## config.mk

```make
export PLATFORM = sky130hd
export DESIGN_NAME = exp_golomb_bit_packer_unit_flat
export DESIGN_NICKNAME = d
export VERILOG_FILES = /design/src/sv/egbp_pkg.sv /design/src/sv/egbp_in_if.sv /design/src/sv/egbp_out_if.sv /design/src/sv/egbp_front.sv /design/src/sv/egbp_queue.sv /design/src/sv/egbp_back.sv /design/src/sv/exp_golomb_bit_packer_unit.sv /design/src/flat_wrapper.sv
export SDC_FILE = /design/constraint.sdc
export NUM_CORES = 1
export LEC_CHECK = 0
export ABC_AREA = 1
export BUFFER_PORTS_ARGS = -buffer_cell sky130_fd_sc_hd__buf_2
export CORE_AREA = 2 2 167 169
export DETAILED_ROUTE_END_ITERATION = 16
export DIE_AREA = 0 0 169 171
export GPL_TIMING_DRIVEN = 0
export PLACE_DENSITY = 0.79
export SLEW_MARGIN = 15
export SYNTH_ARGS = -nofsm -noshare
export SYNTH_HDL_FRONTEND = slang
export SYNTH_HIERARCHICAL = 1
export SYNTH_SLANG_ARGS = --single-unit
```

## constraint.sdc

```tcl
create_clock -name clk -period 4.7 [get_ports clk]
set_clock_uncertainty 0.15 [all_clocks]
set_input_delay 0.235 -clock clk [delete_from_list [all_inputs] [get_ports clk]]
set_output_delay 0.235 -clock clk [all_outputs]
set_load 0.05 [all_outputs]
```

## src/sv/egbp_pkg.sv

```systemverilog
// ----------------------------------------------------------------------------
// egbp_pkg: shared types and constants of the exp-Golomb bit packer
// Item kinds, the op code handed from the front end to the packing
// back end, and the word geometry.
// ----------------------------------------------------------------------------
package egbp_pkg;

    localparam int WORD_BITS   = 32;
    localparam int WORD_BYTES  = WORD_BITS / 8;
    localparam int LEN_W       = 6;
    localparam int BYTE_CNT_W  = $clog2(WORD_BYTES + 1);
    localparam int QUEUE_DEPTH = 2;

    localparam logic [15:0] MAX_CODE  = 16'hFFFE;
    localparam logic [15:0] SE_ILLEGAL = 16'h8000;

    typedef enum logic [1:0] {
        KIND_RAW   = 2'd0,
        KIND_UE    = 2'd1,
        KIND_SE    = 2'd2,
        KIND_FLUSH = 2'd3
    } kind_t;

    typedef enum logic [1:0] {
        OP_APPEND = 2'd0,
        OP_FLUSH  = 2'd1,
        OP_ERROR  = 2'd2
    } op_code_t;

    typedef struct packed {
        op_code_t               code;
        logic [WORD_BITS-1:0]   bits;
        logic [LEN_W-1:0]       len;
    } op_t;

endpackage

```

## src/sv/egbp_in_if.sv

```systemverilog
// ----------------------------------------------------------------------------
// egbp_in_if: input item channel
// Valid/ready channel carrying one packer command word.
// ----------------------------------------------------------------------------
interface egbp_in_if;

    logic               valid;
    logic               ready;
    logic [1:0]         kind;
    logic [31:0]        raw_value;
    logic [5:0]         bit_length;
    logic [15:0]        code_number;
    logic signed [15:0] signed_number;

    modport source
    (
        output valid, kind, raw_value, bit_length, code_number, signed_number,
        input  ready
    );

    modport sink
    (
        input  valid, kind, raw_value, bit_length, code_number, signed_number,
        output ready
    );

endinterface

```

## src/sv/egbp_out_if.sv

```systemverilog
// ----------------------------------------------------------------------------
// egbp_out_if: result channel
// Valid/ready channel carrying one bitstream byte or an error word.
// ----------------------------------------------------------------------------
interface egbp_out_if;

    logic       valid;
    logic       ready;
    logic [7:0] out_byte;
    logic       byte_valid;
    logic       range_error;
    logic       last;

    modport source
    (
        output valid, out_byte, byte_valid, range_error, last,
        input  ready
    );

    modport sink
    (
        input  valid, out_byte, byte_valid, range_error, last,
        output ready
    );

endinterface

```

## src/sv/egbp_front.sv

```systemverilog
// ----------------------------------------------------------------------------
// egbp_front: command classifier
// Turns each input word into an append, flush or error op: masks raw
// fields, maps signed values, and builds the exp-Golomb code and length.
// ----------------------------------------------------------------------------
module egbp_front
    import egbp_pkg::*;
(
    egbp_in_if.sink     in_ch,
    output op_t         op,
    output logic        push,
    input  logic        q_ready
);

    logic [LEN_W-1:0]     raw_len;
    logic [4:0]           mask_sh;
    logic [WORD_BITS-1:0] raw_mask;
    logic [15:0]          neg_mag;
    logic [15:0]          eg_val;
    logic [15:0]          eg_x;
    logic [3:0]           prefix;
    logic                 eg_err;
    logic                 drop;

    assign in_ch.ready = q_ready;

    always_comb
    begin
        raw_len  = (in_ch.bit_length > LEN_W'(WORD_BITS)) ? LEN_W'(WORD_BITS)
                                                          : in_ch.bit_length;
        mask_sh  = 5'(LEN_W'(WORD_BITS) - raw_len);
        raw_mask = {WORD_BITS{1'b1}} >> mask_sh;
        neg_mag  = 16'd0 - $unsigned(in_ch.signed_number);

        eg_val = 16'd0;
        eg_err = 1'b0;
        unique case (kind_t'(in_ch.kind))
            KIND_UE:
            begin
                eg_val = in_ch.code_number;
                eg_err = in_ch.code_number > MAX_CODE;
            end
            KIND_SE:
            begin
                if ($unsigned(in_ch.signed_number) == SE_ILLEGAL)
                begin
                    eg_err = 1'b1;
                end
                else if (in_ch.signed_number[15])
                begin
                    eg_val = {neg_mag[14:0], 1'b0};
                end
                else if (in_ch.signed_number != 16'sd0)
                begin
                    eg_val = {in_ch.signed_number[14:0], 1'b0} - 16'd1;
                end
            end
            default:
            begin
                eg_val = 16'd0;
            end
        endcase

        // leading one position gives the prefix length
        eg_x   = eg_val + 16'd1;
        prefix = 4'd0;
        for (int i = 1; i < 16; i++)
        begin
            if (eg_x[i])
            begin
                prefix = 4'(i);
            end
        end

        op   = '{code: OP_APPEND, bits: '0, len: '0};
        drop = 1'b0;
        unique case (kind_t'(in_ch.kind))
            KIND_RAW:
            begin
                op.bits = in_ch.raw_value & raw_mask;
                op.len  = raw_len;
                drop    = raw_len == '0;
            end
            KIND_UE, KIND_SE:
            begin
                op.code = eg_err ? OP_ERROR : OP_APPEND;
                op.bits = {{(WORD_BITS-16){1'b0}}, eg_x};
                op.len  = {1'b0, prefix, 1'b1};
            end
            KIND_FLUSH:
            begin
                op.code = OP_FLUSH;
            end
            default:
            begin
                op.code = OP_FLUSH;
            end
        endcase

        push = in_ch.valid && q_ready && !drop;
    end

endmodule

```

## src/sv/egbp_queue.sv

```systemverilog
// ----------------------------------------------------------------------------
// egbp_queue: op queue
// Short FIFO between the classifier and the packer so each side can
// stall on its own.
// ----------------------------------------------------------------------------
module egbp_queue
    import egbp_pkg::*;
(
    input  logic    clk,
    input  logic    rst_n,
    input  op_t     wr_op,
    input  logic    wr_en,
    output logic    wr_ready,
    output op_t     rd_op,
    output logic    rd_valid,
    input  logic    rd_en
);

    localparam int PTR_W = $clog2(QUEUE_DEPTH);

    op_t              slots_reg [QUEUE_DEPTH];
    logic [PTR_W-1:0] wr_ptr_reg, wr_ptr_next;
    logic [PTR_W-1:0] rd_ptr_reg, rd_ptr_next;
    logic [PTR_W:0]   cnt_reg, cnt_next;

    assign wr_ready = cnt_reg != (PTR_W+1)'(QUEUE_DEPTH);
    assign rd_valid = cnt_reg != '0;
    assign rd_op    = slots_reg[rd_ptr_reg];

    always_comb
    begin
        wr_ptr_next = wr_ptr_reg;
        rd_ptr_next = rd_ptr_reg;
        cnt_next    = cnt_reg;
        if (wr_en)
        begin
            wr_ptr_next = (wr_ptr_reg == PTR_W'(QUEUE_DEPTH - 1)) ? '0
                                                                  : wr_ptr_reg + 1'b1;
        end
        if (rd_en)
        begin
            rd_ptr_next = (rd_ptr_reg == PTR_W'(QUEUE_DEPTH - 1)) ? '0
                                                                  : rd_ptr_reg + 1'b1;
        end
        if (wr_en && !rd_en)
        begin
            cnt_next = cnt_reg + 1'b1;
        end
        else if (!wr_en && rd_en)
        begin
            cnt_next = cnt_reg - 1'b1;
        end
    end

    always_ff @(posedge clk or negedge rst_n)
    begin
        if (!rst_n)
        begin
            wr_ptr_reg <= '0;
            rd_ptr_reg <= '0;
            cnt_reg    <= '0;
        end
        else
        begin
            wr_ptr_reg <= wr_ptr_next;
            rd_ptr_reg <= rd_ptr_next;
            cnt_reg    <= cnt_next;
        end
    end

    always_ff @(posedge clk)
    begin
        if (wr_en)
        begin
            slots_reg[wr_ptr_reg] <= wr_op;
        end
    end

endmodule

```

## src/sv/egbp_back.sv

```systemverilog
// ----------------------------------------------------------------------------
// egbp_back: bit accumulator and byte emitter
// Packs appended fields MSB-first into the word, hands full or flushed
// words to a byte shifter that drives the result channel.
// ----------------------------------------------------------------------------
module egbp_back
    import egbp_pkg::*;
(
    input  logic        clk,
    input  logic        rst_n,
    input  op_t         op,
    input  logic        op_valid,
    output logic        pop,
    egbp_out_if.source  out_ch
);

    logic [WORD_BITS-1:0]  acc_reg, acc_next;
    logic [LEN_W-1:0]      free_reg, free_next;
    logic [WORD_BITS-1:0]  word_reg, word_next;
    logic [BYTE_CNT_W-1:0] cnt_reg, cnt_next;
    logic                  err_reg, err_next;

    logic                  fits;
    logic [LEN_W-1:0]      rem;
    logic [4:0]            put_sh;
    logic [LEN_W-1:0]      used;
    logic [LEN_W-1:0]      used_rnd;
    logic [BYTE_CNT_W-1:0] flush_bytes;
    logic                  emits;
    logic                  out_take;
    logic                  load_ok;

    assign out_ch.valid       = cnt_reg != '0;
    assign out_ch.out_byte    = word_reg[WORD_BITS-1 -: 8];
    assign out_ch.byte_valid  = !err_reg;
    assign out_ch.range_error = err_reg;
    assign out_ch.last        = cnt_reg == BYTE_CNT_W'(1);

    always_comb
    begin
        fits        = op.len < free_reg;
        rem         = op.len - free_reg;
        put_sh      = 5'(free_reg - op.len);
        used        = LEN_W'(WORD_BITS) - free_reg;
        used_rnd    = used + LEN_W'(7);
        flush_bytes = BYTE_CNT_W'(used_rnd >> 3);

        unique case (op.code)
            OP_APPEND: emits = !fits;
            OP_FLUSH:  emits = flush_bytes != '0;
            OP_ERROR:  emits = 1'b1;
            default:   emits = 1'b0;
        endcase

        out_take = out_ch.valid && out_ch.ready;
        // shifter is free now or frees up on this edge
        load_ok  = (cnt_reg == '0) || (cnt_reg == BYTE_CNT_W'(1) && out_ch.ready);
        pop      = op_valid && (!emits || load_ok);

        acc_next  = acc_reg;
        free_next = free_reg;
        word_next = word_reg;
        cnt_next  = cnt_reg;
        err_next  = err_reg;

        if (out_take)
        begin
            word_next = word_reg << 8;
            cnt_next  = cnt_reg - 1'b1;
        end

        if (pop)
        begin
            unique case (op.code)
                OP_APPEND:
                begin
                    if (fits)
                    begin
                        acc_next  = acc_reg | (op.bits << put_sh);
                        free_next = free_reg - op.len;
                    end
                    else
                    begin
                        word_next = acc_reg | (op.bits >> rem[4:0]);
                        cnt_next  = BYTE_CNT_W'(WORD_BYTES);
                        err_next  = 1'b0;
                        acc_next  = (rem != '0) ? (op.bits << 5'(5'd0 - rem[4:0])) : '0;
                        free_next = LEN_W'(WORD_BITS) - rem;
                    end
                end
                OP_FLUSH:
                begin
                    if (emits)
                    begin
                        word_next = acc_reg;
                        cnt_next  = flush_bytes;
                        err_next  = 1'b0;
                    end
                    acc_next  = '0;
                    free_next = LEN_W'(WORD_BITS);
                end
                OP_ERROR:
                begin
                    word_next = '0;
                    cnt_next  = BYTE_CNT_W'(1);
                    err_next  = 1'b1;
                end
                default:
                begin
                    acc_next = acc_reg;
                end
            endcase
        end
    end

    always_ff @(posedge clk or negedge rst_n)
    begin
        if (!rst_n)
        begin
            acc_reg  <= '0;
            free_reg <= LEN_W'(WORD_BITS);
            cnt_reg  <= '0;
            err_reg  <= 1'b0;
        end
        else
        begin
            acc_reg  <= acc_next;
            free_reg <= free_next;
            cnt_reg  <= cnt_next;
            err_reg  <= err_next;
        end
    end

    always_ff @(posedge clk)
    begin
        word_reg <= word_next;
    end

endmodule

```

## src/sv/exp_golomb_bit_packer_unit.sv

```systemverilog
// ----------------------------------------------------------------------------
// exp_golomb_bit_packer_unit: exp-Golomb bitstream packer
//
//   channel   dir   payload                                            kind
//   in_ch     in    kind, raw_value, bit_length, code_number,          valid/ready
//                   signed_number
//   out_ch    out   out_byte, byte_valid, range_error, last            valid/ready
//
// An item enters the op queue in the cycle it is accepted; a non-emitting
// item leaves it as soon as it reaches the head. A word that fills or a
// flush with bits pending goes out a byte at a time (up to 4) through the
// output byte shifter. The next word loads as the last byte leaves.
// Reset clears the accumulator, the queue and the shifter at once.
// Output stalls back up into the queue, then into in_ch.ready.
// ----------------------------------------------------------------------------
module exp_golomb_bit_packer_unit
    import egbp_pkg::*;
(
    input  logic        clk,
    input  logic        rst_n,
    egbp_in_if.sink     in_ch,
    egbp_out_if.source  out_ch
);

    op_t  front_op;
    logic front_push;
    logic q_ready;
    op_t  back_op;
    logic back_valid;
    logic back_pop;

    egbp_front u_front
    (
        .in_ch   (in_ch),
        .op      (front_op),
        .push    (front_push),
        .q_ready (q_ready)
    );

    egbp_queue u_queue
    (
        .clk      (clk),
        .rst_n    (rst_n),
        .wr_op    (front_op),
        .wr_en    (front_push),
        .wr_ready (q_ready),
        .rd_op    (back_op),
        .rd_valid (back_valid),
        .rd_en    (back_pop)
    );

    egbp_back u_back
    (
        .clk      (clk),
        .rst_n    (rst_n),
        .op       (back_op),
        .op_valid (back_valid),
        .pop      (back_pop),
        .out_ch   (out_ch)
    );

endmodule

```

## src/flat_wrapper.sv

```systemverilog
// flat-port wrapper written by rule: the top's interface ports become plain ports
module exp_golomb_bit_packer_unit_flat import egbp_pkg::*;
  (clk, rst_n, in_ch_valid, in_ch_kind, in_ch_raw_value, in_ch_bit_length, in_ch_code_number, in_ch_signed_number, in_ch_ready, out_ch_valid, out_ch_out_byte, out_ch_byte_valid, out_ch_range_error, out_ch_last, out_ch_ready);
  egbp_in_if in_ch_i ();
  egbp_out_if out_ch_i ();
  input  logic clk;
  input  logic rst_n;
  input wire logic [$bits(in_ch_i.valid)-1:0] in_ch_valid;
  input wire logic [$bits(in_ch_i.kind)-1:0] in_ch_kind;
  input wire logic [$bits(in_ch_i.raw_value)-1:0] in_ch_raw_value;
  input wire logic [$bits(in_ch_i.bit_length)-1:0] in_ch_bit_length;
  input wire logic [$bits(in_ch_i.code_number)-1:0] in_ch_code_number;
  input wire logic [$bits(in_ch_i.signed_number)-1:0] in_ch_signed_number;
  output wire logic [$bits(in_ch_i.ready)-1:0] in_ch_ready;
  output wire logic [$bits(out_ch_i.valid)-1:0] out_ch_valid;
  output wire logic [$bits(out_ch_i.out_byte)-1:0] out_ch_out_byte;
  output wire logic [$bits(out_ch_i.byte_valid)-1:0] out_ch_byte_valid;
  output wire logic [$bits(out_ch_i.range_error)-1:0] out_ch_range_error;
  output wire logic [$bits(out_ch_i.last)-1:0] out_ch_last;
  input wire logic [$bits(out_ch_i.ready)-1:0] out_ch_ready;
  assign in_ch_i.valid = in_ch_valid;
  assign in_ch_i.kind = in_ch_kind;
  assign in_ch_i.raw_value = in_ch_raw_value;
  assign in_ch_i.bit_length = in_ch_bit_length;
  assign in_ch_i.code_number = in_ch_code_number;
  assign in_ch_i.signed_number = in_ch_signed_number;
  assign in_ch_ready = in_ch_i.ready;
  assign out_ch_valid = out_ch_i.valid;
  assign out_ch_out_byte = out_ch_i.out_byte;
  assign out_ch_byte_valid = out_ch_i.byte_valid;
  assign out_ch_range_error = out_ch_i.range_error;
  assign out_ch_last = out_ch_i.last;
  assign out_ch_i.ready = out_ch_ready;
  exp_golomb_bit_packer_unit u_core (.clk(clk), .rst_n(rst_n), .in_ch(in_ch_i), .out_ch(out_ch_i));
endmodule
```

Yosys cells after proc, flatten, opt, wreduce, memory -nomap -nowiden
Memory sizes are Yosys's and may differ from the RTL's. Cells that the tools add are included.

Flip-flop bits (word level): 78. Latch bits: 0. RAM bits: 80. ROM bits: 0. Bits of input ports: 76. Output and inout port bits: 13. Logic and storage cells: 125. Memories kept: 1.

Memories: u_core.u_queue.slots_reg (depth 2, width 40, read ports 1, clocked after memory_dff 0, write ports 1, RTL line egbp_queue.sv:21) `op_t slots_reg [QUEUE_DEPTH];`.

$add $sub $neg: 15. Multipliers: 0. Divide/modulo/power cells: 0. $lt $le $gt $ge: 3. Eq/ne operators: 10. Shift operators: 4. Mux-type cells: 51. Bitwise gates (word level): 3. Reductions and logical operators: 30.

Operators by type and width (number): 32-bit two-way mux (6); 32-bit one-hot mux with 3 select lines (1); 38-bit one-hot mux with 2 select lines (1); 32-bit bitwise OR (2); 32-bit one-hot mux with 2 select lines (1); 32-bit by 5-bit left shift with 32-bit output (2); 4-bit two-way mux (14); 16-bit two-way mux (3); 32-bit AND (1); 16-bit one-hot mux with 2 select lines (1); 32-bit by 5-bit >> shifter with 32-bit output (1); 32-bit by 5-bit >> shifter with 32-bit output (first input constant) (1); 16-bit by 1-bit adder with 16-bit output (second input constant) (1); 16-bit equality test (second input constant) (1); 16-bit greater-than comparator (second input constant) (1); 16-bit nonzero test (1); 16-bit by 1-bit subtractor with 16-bit output (second input constant) (1); 1-bit by 15-bit subtractor with 15-bit output (first input constant) (1); 3-bit two-way mux (4); 6-bit two-way mux (2); 6-bit one-hot mux with 2 select lines (1); 6-bit subtractor (2); 6-bit subtractor (first input constant) (2); 1-bit by 5-bit subtractor with 5-bit output (first input constant) (2); 29 further kinds (63).

Logic depth before layout (Yosys ltp)
Gate-level depths: netlist of run 1.

Word-level depth: 22. Depth in mapped cells: 29. Mapped depth without buffers: 29.

Cells and area by module
Netlist of run 1, hierarchy kept.

Modules (own cells, without submodules): egbp_back (times used 1, cells each 1675, area each 9118.7 µm²); egbp_queue (times used 1, cells each 150, area each 3296.9 µm²); egbp_front (times used 1, cells each 461, area each 2362.3 µm²).

Worst setup path before layout of run 1
Ideal clock, no wire load.

Path kind: register to register. From: reg u_core.u_queue.rd_ptr_reg. To: reg u_core.u_back.acc_reg[31]. Setup time: 0.077 ns. Arrival time: 3.804 ns. Data required time: 4.473 ns. Path slack: 0.668 ns. Cell stages (with the launch flop): 26. Buffers on the path: 7. Clock period less this slack: 4.032 ns. Cell sequence: dfrtp_1 -> buf_6 -> buf_12 -> mux2_4 -> inv_1 -> ha_1 -> inv_1 -> fa_1 -> buf_2 -> inv_1 -> buf_2 -> buf_1 -> ha_1 -> buf_2 -> clkinv_1 -> clkbuf_1 -> nand3_1 -> o21ai_0 -> nand2_1 -> nand2_1 -> nand3_1 -> nand3_1 -> nand3_1 -> nand2_1 -> nand2_1 -> a21oi_1.

RTL lines: start, declared (RTL line egbp_queue.sv:23) `logic [PTR_W-1:0] rd_ptr_reg, rd_ptr_next;`; start signal, assigned (RTL line egbp_queue.sv:66) `rd_ptr_reg <= rd_ptr_next;`; end signal, assigned (RTL line egbp_back.sv:127) `acc_reg <= acc_next;`; end, declared (RTL line egbp_back.sv:17) `logic [WORD_BITS-1:0] acc_reg, acc_next;`.

==> results of run 1 <==
per-stage QoR:
step | hold WS, ps | setup WS (ps) | TNS, ps | instances
5_1_grt | 16.0 | -3.01 | -3.89 | 2759
2_1_floorplan | -211 | 668 | 0 | 2286
6_report | 23.8 | 156 | 0 | 2759
3_5_place_dp | 341 | -254 | -3910 | 2720
4_1_cts | 4.03 | 155 | 0 | 2759
3_3_place_gp | 328 | -239 | -10360 | 2718
routing by layer:
metal | track usage (%) | vias to the layer above | part of all wire [%]
met5 | 0 | - | 0
met4 | 27.6 | 0 | 7.9
met3 | 5.83 | 227 | 8.8
met2 | 66.1 | 1032 | 45
met1 | 49.0 | 7641 | 38
li1 | - | 7734 | -
synthesized netlist by cell type, drive strengths merged, types with 4 or more instances:
master | n | area, sq um
inv | 190 | 713
o21ai | 171 | 867
edfxtp | 80 | 2400
clkbuf | 38 | 143
mux2 | 40 | 597
a21oi | 82 | 418
and2 | 6 | 37.5
nand3 | 249 | 1300
dfxtp | 32 | 641
nand4 | 21 | 138
dfrtp | 45 | 1130
nor2 | 201 | 821
or2 | 14 | 87.6
ha | 31 | 388
mux2i | 11 | 110
buf | 93 | 632
nor3 | 8 | 51.3
xor2 | 21 | 199
nand2 | 839 | 3210
a22o | 4 | 35.0
o211ai | 70 | 536
o22ai | 9 | 56.3
clkinv | 5 | 23.8
final timing paths:
check / end / slack, ps / cells after the start / from
worst max-delay path: u_core/u_back/acc_reg[9] / 160 / 23 / u_core/u_queue/rd_ptr_reg
worst min-delay path: u_core/u_queue/slots_reg[1][17] / 20 / 3 / in_ch_raw_value[11]
worst max register to register: u_core/u_back/acc_reg[9] / 160 / 23 / u_core/u_queue/rd_ptr_reg
worst min register to register: u_core/u_queue/cnt_reg[0] / 360 / 1 / u_core/u_queue/cnt_reg[0]
max in group asynchronous: u_core/u_back/acc_reg[29] / 3760 / 2 / rst_n
min in group asynchronous: u_core/u_queue/rd_ptr_reg / 190 / 2 / rst_n
logic make-up (layout without fill, tap and decap cells):
kind of cell | after synthesis | after routing | share of synthesized area, %
fa+ha+maj | 33 | 33 | 2.90
buf+inv | 326 | 453 | 10.2
xor+xnor | 24 | 24 | 1.52
simple gates | 1343 | 1343 | 38.4
flops | 158 | 158 | 28.4
compound gates | 351 | 351 | 13.7
mux | 51 | 51 | 4.78
final cells by class:
type                    instances  area share (%)
inverters                     195            4.50
well taps                     346            2.64
clock buffers                  17            2.59
plain buffers                 130            4.78
clock inverters                15            1.16
flip-flops and latches        158            25.5
repair buffers                 96            3.41
multi-input cells            1802            55.4
critical path, stage by stage (launching register included):
cell and delay, ps:
dfrtp_1 350, buf_6 170, buf_12 170, mux2_4 320
inv_1 60, ha_1 150, inv_1 70, fa_1 480
buf_2 200, inv_1 110, clkbuf_4 230, ha_1 290
buf_2 200, inv_4 120, buf_2 240, nand2_1 80
nand2_1 180, nand2_1 70, nand2_1 110, nand2_1 70
nand2_1 130, o21ai_0 130, a21oi_1 250, nor2_1 70
what timing repair did:
item	CTS	global route
buffers inserted	0	0
hold endpoints to repair	59	0
gates resized for setup	10	19
hold buffers	8	0
cloned	0	0
endpoints found under the setup margin	29	20
==> reports/metrics.cfg, run 1 <==
[logic_synthesis]
netlist_instances = 2286
yosysWarnings = 6
synth_edf_count = 80
avgSynthCellArea_sq_um = 6.46
synth_nets = 2395
ys_ff_latch = 158
yosys_most_used_dff = edfxtp_1
seq_area_frac_synth_pct = 28.4
synth_area_sq_um = 14800
synth.distinct_cells = 61
ys_async_sr_fraction_pct = 29.1

[floorplanning]
fp.dieH_um = 171
rows = 61
ios = 89
die_w_um = 169
die_area_sq_um = 28900
start_util_pct = 54.1
design.core.area_sq_um = 27300

[timing]
slew_headroom_pct = 32.4
drv_slew = 0
hold_viol = 0
fin_crit_ps = 4540
setup_violations = 0
fmax_ghz = 0.220
worstMarginPinSlew_ps = 1010
period_share_pct = 96.7

[detailed_routing]
wl_per_cell_um = 21.2
drc_errors = 0
drtIter0Drc = 2010
vias = 16600
ant_nets = 0
dr.pass1.iters = 6
via_per_inst = 6.03
wl_um = 58400

[clock_network]
cts.reportedPaths.clkPinSlew_ps = 70
numCtsBuffers = 17
cts_root_buf = clkbuf_16
cts.sinks = 158
clk_path_buf_depth = 2
cts_tree = done
htree_num_levels = 4
worstSkewPairLatency_ps = 440

[finish]
syn2layout_area_growth_pct = 11.1
multi_input_area_sq_um = 9090
final_nets = 2509
utilization_pct = 60.1
largest_reg_flops = 80
diodes = 0
final_area_sq_um = 16400
fillerInstances = 2654
final_common_cell = nand2_1
seq_area_sq_um = 4200
layout_common_cells = nand2_1 (825), nand3_1 (237), nor2_1 (185), inv_1 (174), o21ai_0 (152)
drive_gt1_share_pct = 14.0

[setup_path]
crit_fanout = 19
arrival_ps = 4710
critPathKind = reg2reg
cp-start-kind = flip-flop
critPathCaptureType = flip-flop
cp.required_ps = 4860

[grt]
grt_util_all_layers_pct = 40.2
grt_remaining_overflow = 0
antenna_found_initial = 0
grt_max_degree = 47
grt_pass1_vias = 15300
grt_pass1_wl_um = 87100

[status]
status = complete, no violations

[run]
maxCapViolations = 0

[placed_design]
dp_hpwl_um = 46500
place.gp.congestion = 1.08
place_area_sq_um = 15700
io_buffer_count = 86

[hold_path]
hold_path_class = in2reg

Power of run 1 is left out: the tool's default activity adds up to more than one toggle a clock period on the data nets, which glitch-free logic cannot reach.
==> run 2, diff against run 1 <==
--- a/config.mk
+++ b/config.mk
@@ -7,13 +7,12 @@
 export LEC_CHECK = 0
 export ABC_AREA = 1
 export BUFFER_PORTS_ARGS = -buffer_cell sky130_fd_sc_hd__buf_2
-export CORE_AREA = 2 2 167 169
+export CORE_AREA = 2 2 160 162
 export DETAILED_ROUTE_END_ITERATION = 16
-export DIE_AREA = 0 0 169 171
+export DIE_AREA = 0 0 162 164
 export GPL_TIMING_DRIVEN = 0
 export PLACE_DENSITY = 0.79
 export SLEW_MARGIN = 15
 export SYNTH_ARGS = -nofsm -noshare
 export SYNTH_HDL_FRONTEND = slang
-export SYNTH_HIERARCHICAL = 1
 export SYNTH_SLANG_ARGS = --single-unit
==> reports/metrics.cfg, run 2 <==
[status]
status = complete, no violations  ; unchanged

[detailed_routing]
wl_per_cell_um = 22.0  ; was 21.2 um
vias = 15100  ; was 16600
via_per_inst = 6.15  ; was 6.03
drtIter0Drc = 2019  ; was 2010
ant_nets = 0  ; unchanged
dr.pass1.iters = 8  ; was 6
wl_um = 54100  ; was 58400 um
drc_errors = 0  ; unchanged

[timing]
hold_viol = 0  ; unchanged
slew_headroom_pct = 46.2  ; was 32.4%
setup_violations = 0  ; unchanged
fmax_ghz = 0.219  ; was 0.220 GHz
period_share_pct = 97.3  ; was 96.7%
setup_slack_ps = 125  ; was 156 ps
fin_crit_ps = 4580  ; was 4540 ps
worstMarginPinSlew_ps = 798  ; was 1010 ps
rsz0062_at_grt = yes
drv_slew = 0  ; unchanged

[clock_network]
worstSkewPairLatency_ps = 460  ; was 440 ps
cts.reportedPaths.clkPinSlew_ps = 90  ; was 70 ps
numCtsBuffers = 17  ; unchanged
cts.sinks = 158  ; unchanged
clk_path_buf_depth = 2  ; unchanged
htree_num_levels = 4  ; unchanged
cts_tree = done  ; unchanged
cts_root_buf = clkbuf_16  ; unchanged

[setup_path]
critPathCaptureType = flip-flop  ; unchanged
crit_path_cell_trace = buf_2 -> buf_4 -> buf_2 -> o21ai_1 -> inv_1 -> ha_1 -> clkbuf_1 -> buf_1 -> nand2_1 -> nand2_1 -> inv_1 -> nand2_1 -> o21ai_0 -> o21ai_0 -> nor2_1 -> o21ai_0 -> nand3_1 -> o221ai_1 -> o21ai_0  ; was buf_6 -> buf_12 -> mux2_4 -> inv_1 -> ha_1 -> inv_1 -> fa_1 -> buf_2 -> inv_1 -> clkbuf_4 -> ha_1 -> buf_2 -> inv_4 -> buf_2 -> nand2_1 -> nand2_1 -> nand2_1 -> nand2_1 -> nand2_1 -> nand2_1 -> o21ai_0 -> a21oi_1 -> nor2_1
cp.required_ps = 4860  ; about the same
critPathMaxStageDelay_ps = 460  ; was 480 ps
critical_path.slowest_cell = buf_1  ; was fa_1
cp_num_buf_inv = 7  ; was 10
crit_fanout = 10  ; was 19
cp-start-kind = flip-flop  ; unchanged
path_delay_family = compound AO/OA/AOI/OAI gates  ; was buffers and inverters
arrival_ps = 4740  ; was 4710 ps
crit_top_cell = o21ai_0  ; was nand2_1
critPathKind = reg2reg  ; unchanged

[logic_synthesis]
synth.distinct_cells = 61  ; unchanged
yosysWarnings = 0  ; was 6
synth_area_sq_um = 13600  ; was 14800 sq um
synth_edf_count = 80  ; unchanged
ys_ff_latch = 158  ; unchanged
avgSynthCellArea_sq_um = 6.77  ; was 6.46 sq um
ys_async_sr_fraction_pct = 29.1  ; unchanged
synth_top_area_share_pct = 17.7  ; was 21.0%
synth_nets = 2111  ; was 2395
synth_commonest_cells = nand2_1 (551), o21ai_0 (260), inv_1 (170), a21oi_1 (144), nor2_1 (127)  ; was nand2_1 (825), nand3_1 (238), nor2_1 (186), inv_1 (175), o21ai_0 (160)
yosys.cell_count.top_type = nand2_1  ; unchanged
synth_area_leaders = edfxtp_1 (18%), nand2_1 (15%), o21ai_0 (9.6%)  ; was nand2_1 (21%), edfxtp_1 (16%), nand3_1 (8.1%)
yosys_most_used_dff = edfxtp_1  ; unchanged
netlist_instances = 2002  ; was 2286
seq_area_frac_synth_pct = 30.9  ; was 28.4%
synth_top_area_cell = edfxtp_1  ; was nand2_1

[floorplanning]
design.core.area_sq_um = 24800  ; was 27300 sq um
rows = 58  ; was 61
start_util_pct = 54.6  ; was 54.1%
fp.dieH_um = 164  ; was 171 um
die_w_um = 162  ; was 169 um
ios = 89  ; unchanged
die_area_sq_um = 26600  ; was 28900 sq um

[finish]
diodes = 0  ; unchanged
largest_reg_flops = 80  ; unchanged
final_common_cell = nand2_1  ; unchanged
drive_gt1_share_pct = 13.2  ; was 14.0%
layout_common_cells = nand2_1 (548), o21ai_0 (222), inv_1 (169), a21oi_1 (140), nor2_1 (123)  ; was nand2_1 (825), nand3_1 (237), nor2_1 (185), inv_1 (174), o21ai_0 (152)
final_nets = 2227  ; was 2509
syn2layout_area_growth_pct = 12.9  ; was 11.1%

[grt]
antenna_found_initial = 0  ; unchanged
grt_remaining_overflow = 0  ; unchanged
grt_pass1_wl_um = 81400  ; was 87100 um
grt_max_degree = 47  ; unchanged
grt_pass1_vias = 14000  ; was 15300
grt_util_all_layers_pct = 40.6  ; was 40.2%

[hold_path]
hold_path_class = in2reg  ; unchanged

[placed_design]
place.gp.congestion = 1.02  ; was 1.08
dp_hpwl_um = 43400  ; was 46500 um
dp_slack_ps = -912  ; was -254 ps
io_buffer_count = 88  ; was 86

[run]
maxCapViolations = 0  ; unchanged

-- run 2: cell types whose count changed in the layout (fill, tap and decap cells not counted), sizes merged, moves of 11 or more --
cell	before	now
o221ai	0	11
o32ai	1	22
a21oi	82	145
clkbuf	54	85
nand2	839	562
nand3	249	88
a31oi	1	12
mux2i	11	60
o211ai	70	33
mux2	40	0
buf	181	149
nor2	201	142
o21ai	171	275
-- run 2: timing repair --
item / in CTS / in global routing
endpoints found under the setup margin: 73 / 71
buffers inserted: 1 / 7
hold endpoints to repair: 45 / 0
resized for setup: 36 / 76
hold buffers: 1 / 0
pin swaps: 1 / 5
-- run 2: metal layers --
metal | up-vias | global-route usage (%) | wire [um]
li1 | 7025 | - | -
met1 | 7014 | 50.9 | 21100
met2 | 892 | 65.4 | 24400
met3 | 197 | 6.54 | 4680
met4 | 0 | 25.6 | 3990
met5 | - | 0 | 0
-- run 2: worst paths after layout --
check                                     startpoint                              end  slack [ps]  cells after the start
max in group asynchronous                      rst_n         u_core.u_back.cnt_reg[0]        3730                      2
max                        u_core.u_queue.rd_ptr_reg        u_core.u_back.word_reg[6]         120                     19
max reg2reg                u_core.u_queue.rd_ptr_reg        u_core.u_back.word_reg[6]         120                     19
min                              in_ch_raw_value[20]  u_core.u_queue.slots_reg[0][26]           8                      3
min reg2reg                u_core.u_back.word_reg[2]        u_core.u_back.word_reg[2]         330                      2
min in group asynchronous                      rst_n         u_core.u_back.acc_reg[4]         210                      2
-- run 2: cell families after synthesis --
family	synth area share [%]
AO/OA/AOI/OAI	22.7
XOR/XNOR	2.75
adder cells (fa/ha/maj)	3.16
buffers and inverters	9.29
flip-flops	30.9
multiplexers	4.43
AND/OR/NAND/NOR	26.8
-- run 2: worst min-delay path: cells and delay by family --
family	cells	cell delay, ps
AND/OR/NAND/NOR	2	110
buffers and inverters	1	100
-- run 2: area by class of cell --
type | count | area [sq um]
Buffer | 119 | 561
Clock buffer | 17 | 425
Clock inverter | 15 | 160
Fill cell | 2421 | 9510
Inverter | 195 | 739
Multi-Input combinational cell | 1528 | 8240
Sequential cell | 158 | 4200
Tap cell | 330 | 413
Timing Repair Buffer | 99 | 568
-- run 2: per-stage QoR --
| step | area [sq um] | setup TNS [ps] | hold WS, ps | util, % | std cells |
|---|---|---|---|---|---|
| floorplan | 13600 | 0 | -211 | - | 2002 |
| global placement | 14400 | -21100 | 325 | 58.1 | 2420 |
| detailed placement | 14500 | -25430 | 329 | 58.3 | 2422 |
| CTS | 15100 | 0 | 8.82 | 60.9 | 2454 |
| global route | 15300 | -98.5 | 25.0 | 61.7 | 2461 |
| finish | 15300 | 0 | 8.47 | 61.7 | 2461 |
Power of run 2 is left out for the same reason.
